`src/rtl/assert_macros.svh`:
```
// Assertion helpers used by the RTL converter core.
// The macros expect a signal named clk, and ASSERT_CLK also one named rst_n, in the enclosing module.
`ifndef ASSERT_MACROS_SVH
`define ASSERT_MACROS_SVH

`ifndef SYNTHESIS

// Property checked on every rising edge while the block is out of reset.
`define ASSERT_CLK(label, prop, msg) \
  label: assert property (@(posedge clk) disable iff (!rst_n) (prop)) else $error(msg);

// Property checked on every rising edge, reset included.
`define ASSERT_ALWAYS(label, prop, msg) \
  label: assert property (@(posedge clk) (prop)) else $error(msg);

`else

`define ASSERT_CLK(label, prop, msg)
`define ASSERT_ALWAYS(label, prop, msg)

`endif

`endif

```
`src/rtl/cddn_pkg.sv`:
```
`timescale 1ns / 1ps

package cddn_pkg;

  // Range of the calendar that the converter handles.
  localparam logic [15:0] FIRST_YEAR     = 16'd1970;
  localparam logic [15:0] LAST_YEAR      = 16'd2099;
  localparam logic [15:0] MAX_DAY_NUMBER = 16'd47481;

  // Days in a common year and in one four-year leap cycle.
  localparam logic [8:0]  DAYS_YEAR  = 9'd365;
  localparam logic [10:0] CYCLE_DAYS = 11'd1461;

  // Reciprocal of the cycle length: floor(2^21 / 1461). It never overestimates
  // the quotient and underestimates it by at most one over the valid range.
  localparam logic [10:0] CYCLE_RECIP       = 11'd1435;
  localparam int          CYCLE_RECIP_SHIFT = 21;

  // Month and day of month handed back by the month splitter.
  typedef struct packed {
    logic [3:0] month;
    logic [4:0] day;
  } cddn_date_t;

  // Length of month m (1 is January); February gets its extra day in leap years.
  function automatic logic [4:0] month_len(input logic [3:0] m, input logic leap);
    logic [4:0] n;
    case (m)
      4'd1, 4'd3, 4'd5, 4'd7, 4'd8, 4'd10, 4'd12: n = 5'd31;
      4'd4, 4'd6, 4'd9, 4'd11:                    n = 5'd30;
      4'd2:                                       n = leap ? 5'd29 : 5'd28;
      default:                                    n = 5'd0;
    endcase
    return n;
  endfunction

  // Days of a common year that come before the first of month m.
  function automatic logic [8:0] cum_days(input logic [3:0] m);
    logic [8:0] n;
    case (m)
      4'd1:    n = 9'd0;
      4'd2:    n = 9'd31;
      4'd3:    n = 9'd59;
      4'd4:    n = 9'd90;
      4'd5:    n = 9'd120;
      4'd6:    n = 9'd151;
      4'd7:    n = 9'd181;
      4'd8:    n = 9'd212;
      4'd9:    n = 9'd243;
      4'd10:   n = 9'd273;
      4'd11:   n = 9'd304;
      4'd12:   n = 9'd334;
      default: n = 9'd0;
    endcase
    return n;
  endfunction

endpackage

```
`src/rtl/cddn_month_split.sv`:
```
`timescale 1ns / 1ps

module cddn_month_split (
  input  logic [8:0]           doy,
  input  logic                 leap,
  output cddn_pkg::cddn_date_t date
);
  import cddn_pkg::*;

  logic [8:0] thr;
  logic [8:0] sel_thr;
  logic [3:0] sel_month;

  // Every month start is compared at once; the latest start not beyond the
  // day of year gives the month.
  always_comb begin
    sel_thr   = '0;
    sel_month = 4'd1;
    thr       = '0;
    for (int k = 2; k <= 12; k++) begin
      thr = cum_days(4'(k)) + 9'(leap && (k > 2));
      if (doy >= thr) begin
        sel_month = 4'(k);
        sel_thr   = thr;
      end
    end
  end

  // Day of month counts from one.
  assign date.month = sel_month;
  assign date.day   = 5'(doy - sel_thr + 9'd1);

endmodule

```
`src/rtl/civil_date_day_number_convert_core.sv`:
```
`timescale 1ns / 1ps
`include "assert_macros.svh"

// Converts between a calendar date (1970-01-01 to 2099-12-31, every year
// divisible by four a leap year) and the zero-based day number counted from
// 1 January 1970; in_tuser picks the direction. A request is accepted in every
// cycle in which in_tready is high, and its result leaves a four-stage
// pipeline: range checks and the two small multiplications, then the day sum
// or the leap-cycle division, then the year inside the cycle, then the month
// split into the output register. The whole pipeline advances together, so
// in_tready drops in the same cycle as a held result meets out_tready low.
// An invalid date or a day number above 47481 gives error set and all other
// result fields zero.
module civil_date_day_number_convert_core (
  input  logic        clk,
  input  logic        rst_n,
  input  logic        in_tvalid,
  output logic        in_tready,
  // day [4:0], month [8:5], year [24:9], day_count [40:25], zero fill
  input  logic [47:0] in_tdata,
  // action
  input  logic        in_tuser,
  output logic        out_tvalid,
  input  logic        out_tready,
  // day_number [15:0], out_day [20:16], out_month [24:21], out_year [36:25], zero fill
  output logic [39:0] out_tdata,
  // error
  output logic        out_tuser
);
  import cddn_pkg::*;

  // Unpacked request fields.
  logic [4:0]  in_day;
  logic [3:0]  in_month;
  logic [15:0] in_year;
  logic [15:0] in_cnt;

  assign in_day   = in_tdata[4:0];
  assign in_month = in_tdata[8:5];
  assign in_year  = in_tdata[24:9];
  assign in_cnt   = in_tdata[40:25];

  // The pipeline moves as one whenever the output register can take a result.
  logic adv;
  logic out_v_r;

  assign adv       = !out_v_r || out_tready;
  assign in_tready = adv;

  // Stage 1: checks, year offset times 365 and the cycle quotient estimate.
  logic        s1_v_r, s1_v_nxt;
  logic        s1_act_r;
  logic        s1_err_r, s1_err_nxt;
  logic [7:0]  s1_yo_r, s1_yo_nxt;
  logic [3:0]  s1_m_r;
  logic [4:0]  s1_d_r;
  logic        s1_leap_r, s1_leap_nxt;
  logic [15:0] s1_p365_r, s1_p365_nxt;
  logic [15:0] s1_cnt_r;
  logic [5:0]  s1_qe_r, s1_qe_nxt;

  logic [15:0] yo_w;
  logic [16:0] p365_w;
  logic [26:0] qprod_w;
  logic        date_bad;

  always_comb begin
    s1_v_nxt    = in_tvalid;
    s1_leap_nxt = (in_year[1:0] == 2'd0);
    yo_w        = in_year - FIRST_YEAR;
    s1_yo_nxt   = yo_w[7:0];
    date_bad    = (in_year < FIRST_YEAR) || (in_year > LAST_YEAR) ||
                  (in_month < 4'd1) || (in_month > 4'd12) ||
                  (in_day < 5'd1) || (in_day > month_len(in_month, s1_leap_nxt));
    s1_err_nxt  = in_tuser ? (in_cnt > MAX_DAY_NUMBER) : date_bad;
    p365_w      = 17'(s1_yo_nxt) * 17'(DAYS_YEAR);
    s1_p365_nxt = p365_w[15:0];
    qprod_w     = 27'(in_cnt) * 27'(CYCLE_RECIP);
    s1_qe_nxt   = 6'(qprod_w >> CYCLE_RECIP_SHIFT);
  end

  always_ff @(posedge clk) begin
    if (!rst_n) begin
      s1_v_r <= 1'b0;
    end else if (adv) begin
      s1_v_r <= s1_v_nxt;
    end
  end

  always_ff @(posedge clk) begin
    if (adv) begin
      s1_act_r  <= in_tuser;
      s1_err_r  <= s1_err_nxt;
      s1_yo_r   <= s1_yo_nxt;
      s1_m_r    <= in_month;
      s1_d_r    <= in_day;
      s1_leap_r <= s1_leap_nxt;
      s1_p365_r <= s1_p365_nxt;
      s1_cnt_r  <= in_cnt;
      s1_qe_r   <= s1_qe_nxt;
    end
  end

  // Stage 2: the day number of a date, or the exact cycle and its remainder.
  logic        s2_v_r;
  logic        s2_act_r;
  logic        s2_err_r;
  logic [15:0] s2_num_r, s2_num_nxt;
  logic [11:0] s2_year_r, s2_year_nxt;
  logic [3:0]  s2_m_r;
  logic [4:0]  s2_d_r;
  logic [5:0]  s2_q_r, s2_q_nxt;
  logic [10:0] s2_rem_r, s2_rem_nxt;

  logic [16:0] dnum_w;
  logic [16:0] qx_w;
  logic [11:0] r0_w;

  always_comb begin
    dnum_w = 17'(s1_p365_r) + 17'((9'(s1_yo_r) + 9'd1) >> 2) + 17'(cum_days(s1_m_r)) +
             17'(s1_leap_r && (s1_m_r > 4'd2)) + 17'(s1_d_r) - 17'd1;
    qx_w   = 17'(s1_qe_r) * 17'(CYCLE_DAYS);
    r0_w   = 12'(s1_cnt_r - qx_w[15:0]);
    // The estimate falls short by at most one cycle.
    if (r0_w >= 12'(CYCLE_DAYS)) begin
      s2_q_nxt   = s1_qe_r + 6'd1;
      s2_rem_nxt = 11'(r0_w - 12'(CYCLE_DAYS));
    end else begin
      s2_q_nxt   = s1_qe_r;
      s2_rem_nxt = r0_w[10:0];
    end
    s2_num_nxt  = s1_act_r ? s1_cnt_r : dnum_w[15:0];
    s2_year_nxt = FIRST_YEAR[11:0] + 12'(s1_yo_r);
  end

  always_ff @(posedge clk) begin
    if (!rst_n) begin
      s2_v_r <= 1'b0;
    end else if (adv) begin
      s2_v_r <= s1_v_r;
    end
  end

  always_ff @(posedge clk) begin
    if (adv) begin
      s2_act_r  <= s1_act_r;
      s2_err_r  <= s1_err_r;
      s2_num_r  <= s2_num_nxt;
      s2_year_r <= s2_year_nxt;
      s2_m_r    <= s1_m_r;
      s2_d_r    <= s1_d_r;
      s2_q_r    <= s2_q_nxt;
      s2_rem_r  <= s2_rem_nxt;
    end
  end

  // Stage 3: year inside the cycle (the third year of each cycle is the leap year).
  logic        s3_v_r;
  logic        s3_act_r;
  logic        s3_err_r;
  logic [15:0] s3_num_r;
  logic [11:0] s3_year_r, s3_year_nxt;
  logic [3:0]  s3_m_r;
  logic [4:0]  s3_d_r;
  logic [8:0]  s3_doy_r, s3_doy_nxt;
  logic        s3_leap_r, s3_leap_nxt;

  logic [1:0]  yic_w;

  always_comb begin
    s3_leap_nxt = 1'b0;
    if (s2_rem_r < 11'd365) begin
      yic_w      = 2'd0;
      s3_doy_nxt = s2_rem_r[8:0];
    end else if (s2_rem_r < 11'd730) begin
      yic_w      = 2'd1;
      s3_doy_nxt = 9'(s2_rem_r - 11'd365);
    end else if (s2_rem_r < 11'd1096) begin
      yic_w       = 2'd2;
      s3_doy_nxt  = 9'(s2_rem_r - 11'd730);
      s3_leap_nxt = 1'b1;
    end else begin
      yic_w      = 2'd3;
      s3_doy_nxt = 9'(s2_rem_r - 11'd1096);
    end
    if (s2_act_r) begin
      s3_year_nxt = FIRST_YEAR[11:0] + 12'({s2_q_r, 2'b00}) + 12'(yic_w);
    end else begin
      s3_year_nxt = s2_year_r;
    end
  end

  always_ff @(posedge clk) begin
    if (!rst_n) begin
      s3_v_r <= 1'b0;
    end else if (adv) begin
      s3_v_r <= s2_v_r;
    end
  end

  always_ff @(posedge clk) begin
    if (adv) begin
      s3_act_r  <= s2_act_r;
      s3_err_r  <= s2_err_r;
      s3_num_r  <= s2_num_r;
      s3_year_r <= s3_year_nxt;
      s3_m_r    <= s2_m_r;
      s3_d_r    <= s2_d_r;
      s3_doy_r  <= s3_doy_nxt;
      s3_leap_r <= s3_leap_nxt;
    end
  end

  // Stage 4: month split and the output register; an error clears every field.
  cddn_date_t split;

  cddn_month_split u_month_split (
    .doy  (s3_doy_r),
    .leap (s3_leap_r),
    .date (split)
  );

  logic [15:0] out_num_r, out_num_nxt;
  logic [4:0]  out_day_r, out_day_nxt;
  logic [3:0]  out_month_r, out_month_nxt;
  logic [11:0] out_year_r, out_year_nxt;
  logic        out_err_r;

  always_comb begin
    if (s3_err_r) begin
      out_num_nxt   = '0;
      out_day_nxt   = '0;
      out_month_nxt = '0;
      out_year_nxt  = '0;
    end else begin
      out_num_nxt   = s3_num_r;
      out_year_nxt  = s3_year_r;
      out_day_nxt   = s3_act_r ? split.day : s3_d_r;
      out_month_nxt = s3_act_r ? split.month : s3_m_r;
    end
  end

  always_ff @(posedge clk) begin
    if (!rst_n) begin
      out_v_r <= 1'b0;
    end else if (adv) begin
      out_v_r <= s3_v_r;
    end
  end

  always_ff @(posedge clk) begin
    if (adv) begin
      out_num_r   <= out_num_nxt;
      out_day_r   <= out_day_nxt;
      out_month_r <= out_month_nxt;
      out_year_r  <= out_year_nxt;
      out_err_r   <= s3_err_r;
    end
  end

  assign out_tvalid = out_v_r;
  assign out_tdata  = {3'b000, out_year_r, out_month_r, out_day_r, out_num_r};
  assign out_tuser  = out_err_r;

  // Checks on the pipeline and its results.
  `ASSERT_CLK(a_err_zero, out_tvalid && out_tuser |-> out_tdata == 40'd0, "error result carries data")
  `ASSERT_CLK(a_month_ok, out_tvalid && !out_tuser |-> out_month_r >= 4'd1 && out_month_r <= 4'd12, "month out of range")
  `ASSERT_CLK(a_year_ok, out_tvalid && !out_tuser |-> out_year_r >= 12'd1970 && out_year_r <= 12'd2099, "year out of range")
  `ASSERT_CLK(a_stall, out_tvalid && !out_tready |-> !in_tready, "request taken while result held")
  `ASSERT_CLK(a_fill, s3_v_r && adv |=> out_tvalid, "result lost at output register")

endmodule

```
`config.mk`:
```
export PLATFORM = sky130hd
export DESIGN_NAME = civil_date_day_number_convert_core
export DESIGN_NICKNAME = d
export VERILOG_FILES = /design/src/rtl/cddn_pkg.sv /design/src/rtl/cddn_month_split.sv /design/src/rtl/civil_date_day_number_convert_core.sv
export VERILOG_INCLUDE_DIRS = /design/src /design/src/rtl
export SDC_FILE = /design/constraint.sdc
export NUM_CORES = 1
export LEC_CHECK = 0
export ABC_AREA = 1
export BUFFER_PORTS_ARGS = -buffer_cell sky130_fd_sc_hd__buf_2
export CAP_MARGIN = 20
export CORE_MARGIN = 2
export CORE_UTILIZATION = 45
export DETAILED_ROUTE_END_ITERATION = 10
export PLACE_DENSITY = 0.6
export SYNTH_ARGS = -nofsm -noshare
export SYNTH_HDL_FRONTEND = slang
export SYNTH_SLANG_ARGS = --single-unit
```
`constraint.sdc`:
```
create_clock -name clk -period 12.8 [get_ports clk]
set_clock_uncertainty 0.1 [all_clocks]
set_input_delay 1.28 -clock clk [delete_from_list [all_inputs] [get_ports clk]]
set_output_delay 1.28 -clock clk [all_outputs]
set_load 0.005 [all_outputs]
```
==> run metrics, run 1 <==
status completed; Syn Area/Cell 9.22 um2; hpwl dp 28500 um; antenna cells 0; clock sinks 212; relative slew slack 36.7%; post-placement cell count 2515; Hold WC Path Type flip-flop to flip-flop; number of core rows 72; Mapped Cells 1929; Netlist cell types 49; EDFF count, synth 199; remaining global-route overflow 0; final WL 35300 um; # IOs 96; Layout Cells excl Fill 2563; Critical Path Start Type input pin; Die Y 203 um; #FFs+latches synth 212; Slew Viols, Final 0; ANT nets after route 0; sequential fraction of the synthesis area 35.1%; fillers 3624; Reg clk slew, reported paths 0.06 ns; Final Hold Fails 0; cts bufs inserted 26; Post-route DRC 0; worst-margin pin slew 0.940 ns; Post-CTS Resized 0; Critical Path RT 12.97 ns; crit path capture type flip-flop; critical path type input pin to flip-flop; worst skew pair latency 0.54 ns; proportion of layout cells with a drive suffix above 1 7.24%; most used cell, CP inv_1; Routability Congestion 0.875; CP Max Fanout 9; first-pass GRT wire length 59200 um; Die Wd 203 um; cells along the critical path buf_2 -> inv_1 -> ha_1 -> nand2_1 -> a21oi_1 -> xor2_1 -> ha_1 -> inv_1 -> fa_1 -> inv_1 -> fa_1 -> inv_1 -> fa_1 -> inv_1 -> ha_1 -> nand2_1 -> o21ai_0 -> a21o_1 -> nand2_1 -> nand2_1 -> a21oi_1 -> xnor2_1; # port buffers 85; Starting Density 45.8%; Critical-path top delay cell fa_1; layout overhead on the synthesized area 10.3%; Routed WL per cell 13.8 um; Most used DFF post-synth edfxtp_1; core outline area 38800 um2; Layout Nets 2441; CTS H-tree lvls 1; number of global-route vias before repair 12300; Synth async-reset ratio 0%; CTS Root Cell clkbuf_16; final setup vio count 0; yosys synthesis warning count 0; Tot GR Track Use 17.5%; DRT iter0 DRCs 553; period utilisation layout 44.7%; max-cap violations 0; f_max 175 MHz; RSZ-0062 raised after global routing no; max incr delay on CP 0.53 ns; hold_buf cts 0; Total Neg Setup Slack 0 ns; Vias/cell 4.86; initial antenna violation count 0; Clock Path Buffers 3; first-pass detailed-route iteration total 6; mapped cell area 17800 um2; CTS tree built; largest net degree at the start of global routing 134; WP data arrival 5.89 ns; Final min period 5.72 ns; Post-CTS Setup Bufs 0; DR vias 12500; Die Area 41100 um2
[per-layer routing]
layer | global-route usage [%] | vias up | share of wire [%]
met5 | 0 | - | 0
met4 | 4.17 | 0 | 2.1
met3 | 2.12 | 41 | 3.4
met2 | 30.6 | 212 | 48
met1 | 23.2 | 5805 | 46
li1 | - | 6396 | -
[Yosys cell counts (5+ instances only)]
master	instances	area, um2
nor2_1	147	552
dfxtp_1	13	260
inv_1	439	1650
nor3_1	12	60.1
o211ai_1	9	67.6
clkbuf_1	13	48.8
nand3_1	82	410
o21bai_1	5	37.5
edfxtp_1	199	5980
xnor2_1	18	158
a21o_1	9	67.6
ha_1	253	3170
or2_2	7	43.8
fa_1	110	2200
nand2_1	320	1200
nand3b_1	6	45.0
o21a_1	6	45.0
xor2_1	53	464
a21oi_1	81	405
o21ai_0	75	375
nand4_1	12	75.1
a31oi_1	10	62.6
[cells in the final DEF (no fill, tap or decap), types with 4 or more instances in the layout]
master / synthesis / layout
inv_1: 439 / 438
nand2_1: 320 / 320
ha_1: 253 / 253
edfxtp_1: 199 / 199
nor2_1: 147 / 147
fa_1: 110 / 110
buf_2: 2 / 85
nand3_1: 82 / 82
a21oi_1: 81 / 81
o21ai_0: 75 / 75
xor2_1: 53 / 53
clkbuf_16: 0 / 26
xnor2_1: 18 / 18
dfxtp_1: 13 / 13
nand4_1: 12 / 12
nor3_1: 12 / 12
a31oi_1: 10 / 10
o211ai_1: 9 / 9
a21o_1: 9 / 9
or2_2: 7 / 7
nand3b_1: 6 / 6
o21a_1: 6 / 6
o21bai_1: 5 / 5
clkinv_1: 1 / 5
clkinvlp_4: 0 / 5
nor4_1: 4 / 4
o22ai_1: 4 / 4
a211oi_1: 4 / 4
clkbuf_1: 13 / 4
[cell type report]
type	instances	area, um2	share of cell area [%]
multi-input cells	1257	9800	49.9
repair buffers	87	440	2.24
flip-flops and latches	212	6240	31.8
well taps	518	648	3.30
inverters	441	1660	8.48
clock buffers	32	693	3.53
clock inverters	16	141	0.721
[state kept, by name (all words and copies together) (netlist names), 11 cells and up, named ones only]
register    cells
out_year_r     12
s2_num_r       16
s3_year_r      12
out_num_r      16
s2_rem_r       11
s1_p365_r      14
s3_num_r       16
s1_cnt_r       16
s2_year_r      12
[path summary, 6_finish.rpt]
| kind | startpoint | end | slack [ns] | cells past startpoint |
|---|---|---|---|---|
| worst min register to register | s2_num_r[8] | s3_num_r[8] | 0.32 | 0 |
| worst min-delay path | s2_num_r[8] | s3_num_r[8] | 0.32 | 0 |
| worst max-delay path | in_tdata[10] | s1_p365_r[13] | 7.08 | 22 |
| worst max register to register | s1_qe_r[1] | s2_rem_r[8] | 7.93 | 19 |
[cells by family after synthesis]
logic type,Yosys count,share of synthesized area (%)
buffers and inverters,462,9.90
adder cells (fa/ha/maj),363,30.2
AND/OR/NAND/NOR,599,14.0
other,1,0.0211
flip-flops,212,35.1
XOR/XNOR,73,3.81
AO/OA/AOI/OAI,219,7.08
[through the flow]
| stage | util, % | area, um2 | setup WS, ns | hold WS (ns) |
|---|---|---|---|---|
| 2_1_floorplan | - | 17800 | 2.87 | 0.300 |
| 3_3_place_gp | 48.4 | 18800 | 6.68 | 0.301 |
| 3_5_place_dp | 48.4 | 18800 | 6.56 | 0.305 |
| 4_1_cts | 50.5 | 19600 | 7.12 | 0.315 |
| 5_1_grt | 50.5 | 19600 | 6.78 | 0.323 |
| 6_report | 50.5 | 19600 | 7.08 | 0.317 |
[critical path: cells and delay by family]
| family | cells | cell delay, ns |
|---|---|---|
| fa+ha+maj | 6 | 2.49 |
| simple gates | 4 | 0.29 |
| xor+xnor | 2 | 0.58 |
| compound gates | 4 | 0.69 |
| buf+inv | 6 | 0.57 |
Power of run 1 is not shown: default switching activity piles up to over one toggle a cycle in this logic, so the estimate is an artifact.
==> run 2, diff against run 1 <==
Settings changed: PLACE_DENSITY 0.6 to 0.62.
Clock period 12.8 ns to 4.85 ns, I/O delays scaled along.
==> run 2 against run 1 <==
  * Die area unchanged
  * Routed wire length increased by 2.1%
  * Core utilization increased by 1.5 points
  * Clock-buffer cell count decreased by 1
  * Sequential cell count unchanged
  * Register-to-register slack got worse by 7.7 ns
  * Global-route usage increased by 0.52 points
  * Via count increased by 2.1%
  * Critical path depth decreased by 3
  * Final cell count increased by 1.8%
==> run metrics, run 2 (synthesis gave the netlist of run 1 again) <==
post-route cell area 20200 um2 (was 19600 um2); Place WS -0.0450 ns (was 6.56 ns); core outline area 38800 um2 (unchanged); # IOs 96 (unchanged); CTS H-tree lvls 1 (unchanged); f_max 217 MHz; CTS tree built (unchanged); Tot GR Track Use 18.0% (was 17.5%); number of global-route vias before repair 12500 (was 12300); max incr delay on CP 0.55 ns (was 0.53 ns); Reg clk slew, reported paths 0.06 ns (about the same); Hold WC Path Type input pin to flip-flop (was flip-flop to flip-flop); Final min period 4.62 ns; Layout Cells excl Fill 2609 (was 2563); Critical-path top delay cell fa_1 (unchanged); Routability Congestion 0.897 (was 0.875); remaining global-route overflow 0 (unchanged); Layout Nets 2486 (was 2441); clock sinks 212 (unchanged); antenna cells 0 (unchanged); Clock Path Buffers 3 (unchanged); WP buf/inv 5 (was 6); hpwl dp 29000 um (was 28500 um); CTS Root Cell clkbuf_16 (unchanged); final setup vio count 0 (unchanged); Final Hold Fails 0 (unchanged); final WL 36000 um (was 35300 um); critical path type flip-flop to flip-flop (was input pin to flip-flop); first-pass detailed-route iteration total 5 (was 6); cells along the critical path ha_4 -> inv_1 -> fa_1 -> inv_1 -> fa_1 -> fa_1 -> inv_1 -> ha_1 -> inv_1 -> o21bai_1 -> a31oi_1 -> nand3_1 -> nand2_1 -> nand2_1 -> o21bai_1 -> bufinv_8 -> nand2_8 -> nand2_1 -> nand2_1 (was buf_2 -> inv_1 -> ha_1 -> nand2_1 -> a21oi_1 -> xor2_1 -> ha_1 -> inv_1 -> fa_1 -> inv_1 -> fa_1 -> inv_1 -> fa_1 -> inv_1 -> ha_1 -> nand2_1 -> o21ai_0 -> a21o_1 -> nand2_1 -> nand2_1 -> a21oi_1 -> xnor2_1); initial antenna violation count 0 (unchanged); worst skew pair latency 0.55 ns (was 0.54 ns); Hold WS 0.0470 ns (was 0.317 ns); Critical Path RT 5.05 ns (was 12.97 ns); status completed (unchanged); ANT nets after route 0 (unchanged); cts bufs inserted 27 (was 26); Post-route DRC 0 (unchanged); layout overhead on the synthesized area 13.6% (was 10.3%); most frequent cells in the layout inv_1, nand2_1, ha_1 (unchanged); number of core rows 72 (unchanged); Starting Density 45.8% (unchanged); largest net degree at the start of global routing 98 (was 134); max-cap violations 0 (unchanged); worst-margin pin slew 0.959 ns (was 0.940 ns); relative slew slack 35.4% (was 36.7%); crit path capture type flip-flop (unchanged); WP data arrival 4.82 ns (was 5.89 ns); Die Wd 203 um (unchanged); # port buffers 85 (unchanged); dpl cell area 19100 um2 (was 18800 um2); DRT iter0 DRCs 550 (was 553); Die Y 203 um (unchanged); Die Area 41100 um2 (unchanged); proportion of layout cells with a drive suffix above 1 9.66% (was 7.24%); CP Max Fanout 16 (was 9); post-placement cell count 2553 (was 2515); Final WS setup 0.232 ns (was 7.08 ns); crit-path leading delay family adder cells (unchanged); Slew Viols, Final 0 (unchanged); Critical Path Start Type flip-flop (was input pin); most common cell after layout, fill and taps aside inv_1 (unchanged); Routed WL per cell 13.8 um (about the same); DR vias 12700 (was 12500); period utilisation layout 95.2%; first-pass GRT wire length 60800 um (was 59200 um); Vias/cell 4.88 (was 4.86)
## run 2: cell type report
cell class / count / area [um2]
flip-flops and latches: 212 / 6240
inverters: 441 / 1680
fillers: 3556 / 18600
repair buffers: 131 / 786
multi-input cells: 1257 / 9860
clock buffers: 31 / 721
clock inverters: 19 / 274
well taps: 518 / 648
## run 2: through the flow
stage	util [%]	setup TNS [ns]
after floorplan	-	0
after global placement	49.1	-0.0126
after detailed placement	49.1	-0.0723
after CTS	51.7	0
after global routing	52.0	-0.471
final	52.0	0
## run 2: metal layers
layer  share of wire [%]  up-vias  track usage (%)
met4                 2.8        0             5.53
met2                  48      230             30.7
li1                    -     6487                -
met5                   0        -                0
met1                  46     5943             24.2
met3                 3.4       61             2.07
## run 2: worst paths after layout
check | slack [ns] | cells after the start | from | to
max | 0.23 | 19 | s1_qe_r[3] | s2_rem_r[8]
min | 0.05 | 1 | in_tdata[5] | s1_m_r[0]
max reg2reg | 0.23 | 19 | s1_qe_r[3] | s2_rem_r[8]
min reg2reg | 0.32 | 0 | s2_m_r[0] | s3_m_r[0]
## run 2: what timing repair did
action,4_1_cts,5_1_grt
endpoints found under the setup margin,0,16
hold buffers,1,0
hold endpoints to repair,1,0
setup buffers,0,5
resized for setup,0,8
Power of run 2 is left out for the same reason.
==> run 3, diff against run 2 <==
Settings changed: ABC_AREA 1 to default, CORE_UTILIZATION 45 to 38, PLACE_DENSITY 0.62 to 0.54.
==> run 3 against run 2 <==
  * Register-to-register slack worse by 0.10 ns
  * Synthesized area down 4.1%
  * Non-clock buffer count up 62
  * Routed wire length down 3.6%
  * Clock-buffer cell count up 2
  * Worst hold slack better by 0.0053 ns
  * Setup slack worse by 0.10 ns
==> run metrics, run 3 <==
status completed (unchanged); most frequent cells in the layout inv_1, ha_1, edfxtp_1 (was inv_1, nand2_1, ha_1); RSZ-0062 raised after global routing yes; crit path capture type flip-flop (unchanged); Tot GR Track Use 15.1% (was 18.0%); fillers 4191 (was 3556); Most used DFF post-synth edfxtp_1 (unchanged); Hold Startpoint in_tdata[0] (was in_tdata[5]); post-placement cell count 2324 (was 2553); Synth async-reset ratio 0% (unchanged); Die Y 216 um (was 203 um); antenna cells 0 (unchanged); CTS H-tree lvls 1 (unchanged); synth cell count leaders inv_1, ha_1, edfxtp_1 (was inv_1, nand2_1, ha_1); Layout Cells excl Fill 2381 (was 2609); Final min period 4.72 ns (was 4.62 ns); # IOs 96 (unchanged); Layout Nets 2186 (was 2486); #FFs+latches synth 212 (unchanged); Final Hold Fails 0 (unchanged); WP data arrival 4.92 ns (was 4.82 ns); critical path type flip-flop to flip-flop (unchanged); # port buffers 85 (unchanged); Clock Path Buffers 3 (unchanged); Critical Path RT 5.04 ns (was 5.05 ns); post-route cell area 19900 um2 (was 20200 um2); DR vias 11400 (was 12700); worst-margin pin slew 0.916 ns (was 0.959 ns); relative slew slack 39.0% (was 35.4%); period utilisation layout 97.4% (was 95.2%); Critical Path Start Type flip-flop (unchanged); CTS Root Cell clkbuf_16 (unchanged); Synth area leader edfxtp_1 (unchanged); first-pass GRT wire length 57200 um (was 60800 um); core outline area 44200 um2 (was 38800 um2); Die Wd 216 um (was 203 um); f_max 212 MHz (was 217 MHz); proportion of layout cells with a drive suffix above 1 15.8% (was 9.66%); final WL 34700 um (was 36000 um); first-pass detailed-route iteration total 5 (unchanged); Routability Congestion 0.858 (was 0.897); max-cap violations 0 (unchanged); Mapped Cells 1581 (was 1929); Netlist cell types 72 (was 49); yosys synthesis warning count 0 (unchanged); final setup vio count 0 (unchanged); sequential fraction of the synthesis area 36.6% (was 35.1%); Starting Density 38.6% (was 45.8%); remaining global-route overflow 0 (unchanged); Hold WC Path Type input pin to flip-flop (unchanged); largest net degree at the start of global routing 73 (was 98); Reg clk slew, reported paths 0.06 ns (about the same); top post-synthesis cells by area edfxtp_1, ha_1, fa_1, inv_1, xnor2_1 (was edfxtp_1, ha_1, fa_1, inv_1, nand2_1); CTS tree built (unchanged); worst skew pair latency 0.55 ns (about the same); clock sinks 212 (unchanged); dpl cell area 18800 um2 (was 19100 um2); number of global-route vias before repair 11600 (was 12500); Slew Viols, Final 0 (unchanged); reg2reg start s1_qe_r[1] (was s1_qe_r[3]); ANT nets after route 0 (unchanged); Vias/cell 4.79 (was 4.88); Setup crit start s1_qe_r[1] (was s1_qe_r[3]); hold_buf cts 0 (was 1); most common cell after layout, fill and taps aside inv_1 (unchanged); most used standard cell by instance count after synthesis inv_1 (unchanged); cts bufs inserted 25 (was 27); mapped cell area 17100 um2 (was 17800 um2); number of core rows 77 (was 72); CP Max Fanout 4 (was 16); Syn Area/Cell 10.8 um2 (was 9.22 um2); Routed WL per cell 14.6 um (was 13.8 um); top cell type's share of synthesized area 35.0% (was 33.6%); Die Area 46600 um2 (was 41100 um2); Post-route DRC 0 (unchanged); DRT iter0 DRCs 429 (was 550); layout overhead on the synthesized area 16.9% (was 13.6%); hpwl dp 28000 um (was 29000 um); EDFF count, synth 199 (unchanged); initial antenna violation count 0 (unchanged)
-- run 3: cell count changes in the layout (fill, tap and decap cells not counted), moves of 13 or more --
cell	delta
nand2_1	-233
inv_1	-112
nor2_1	-84
nand3_1	-66
buf_4	+59
nor2b_1	+45
xnor2_1	+37
xor2_1	-20
o21ai_0	-19
a21oi_1	-18
nand2b_1	+13
-- run 3: cell type report --
cell class | count | area [um2] | share of cell area [%]
clock buffer | 33 | 666 | 3.34
clock inverter | 13 | 163 | 0.816
inverter | 327 | 1230 | 6.18
multi-input combinational | 1011 | 9600 | 48.2
sequential | 212 | 6240 | 31.3
tap | 592 | 741 | 3.72
timing repair buffer | 193 | 1290 | 6.47
-- run 3: what timing repair did --
item	4_1_cts	5_1_grt
gates resized for setup	2	23
pin swaps	0	14
buffers inserted	1	9
setup endpoints to repair	1	19
hold endpoints to repair	0	0
cloned	0	1
-- run 3: stage by stage --
step	hold WS, ns	worst slack (ns)	utilization [%]	TNS [ns]
floorplan	0.300	-0.00942	-	-0.00942
global placement	0.303	-0.376	42.6	-1.80
detailed placement	0.305	-0.487	42.6	-2.54
CTS	0.0194	0.00943	44.5	0
global route	0.0295	-0.0253	45.1	-0.0320
finish	0.0522	0.128	45.1	0
-- run 3: final timing paths --
path                 endpoint  slack [ns]  cells after the start
setup / recovery    s2_q_r[3]        0.13                     17
hold / removal      s1_d_r[0]        0.05                      1
setup reg to reg    s2_q_r[3]        0.13                     17
hold reg to reg   s3_num_r[3]        0.30                      0
-- run 3: routing by layer --
layer  track usage [%]  vias to the layer above  wire length (um)  part of all wire (%)
li1                  -                     5717                 -                     -
met1              19.7                     5479             15600                    45
met2              26.7                      156             17300                    50
met3              1.69                       46              1030                   3.0
met4              3.49                        0               733                   2.1
met5                 0                        -                 0                     0
-- run 3: kinds of logic (layout without fill, tap and decap cells) --
family / count (synthesis) / after routing / share of synthesized area [%]
buffers and inverters: 360 / 566 / 8.06
AOI/OAI and AO/OA: 253 / 253 / 9.91
adders and majority gates: 363 / 363 / 31.5
and+or+nand+nor: 281 / 281 / 8.01
other: 1 / 3 / 0.0220
muxes: 22 / 22 / 1.37
xor gates and xnor gates: 89 / 89 / 4.57
DFF: 212 / 212 / 36.6
-- run 3: critical path, stage by stage, from the launching register on --
cell       delay, ns
edfxtp_1        0.52
ha_4            0.34
inv_1           0.05
fa_1            0.48
fa_1            0.53
inv_1           0.05
fa_1            0.50
inv_1           0.06
ha_4            0.26
a21oi_2         0.16
o21ai_2         0.08
o21a_1          0.19
or4b_1          0.48
o211ai_2        0.12
buf_4           0.17
clkbuf_16       0.13
nand3_2         0.09
xnor2_2         0.15
Power of run 3 is left out for the same reason.
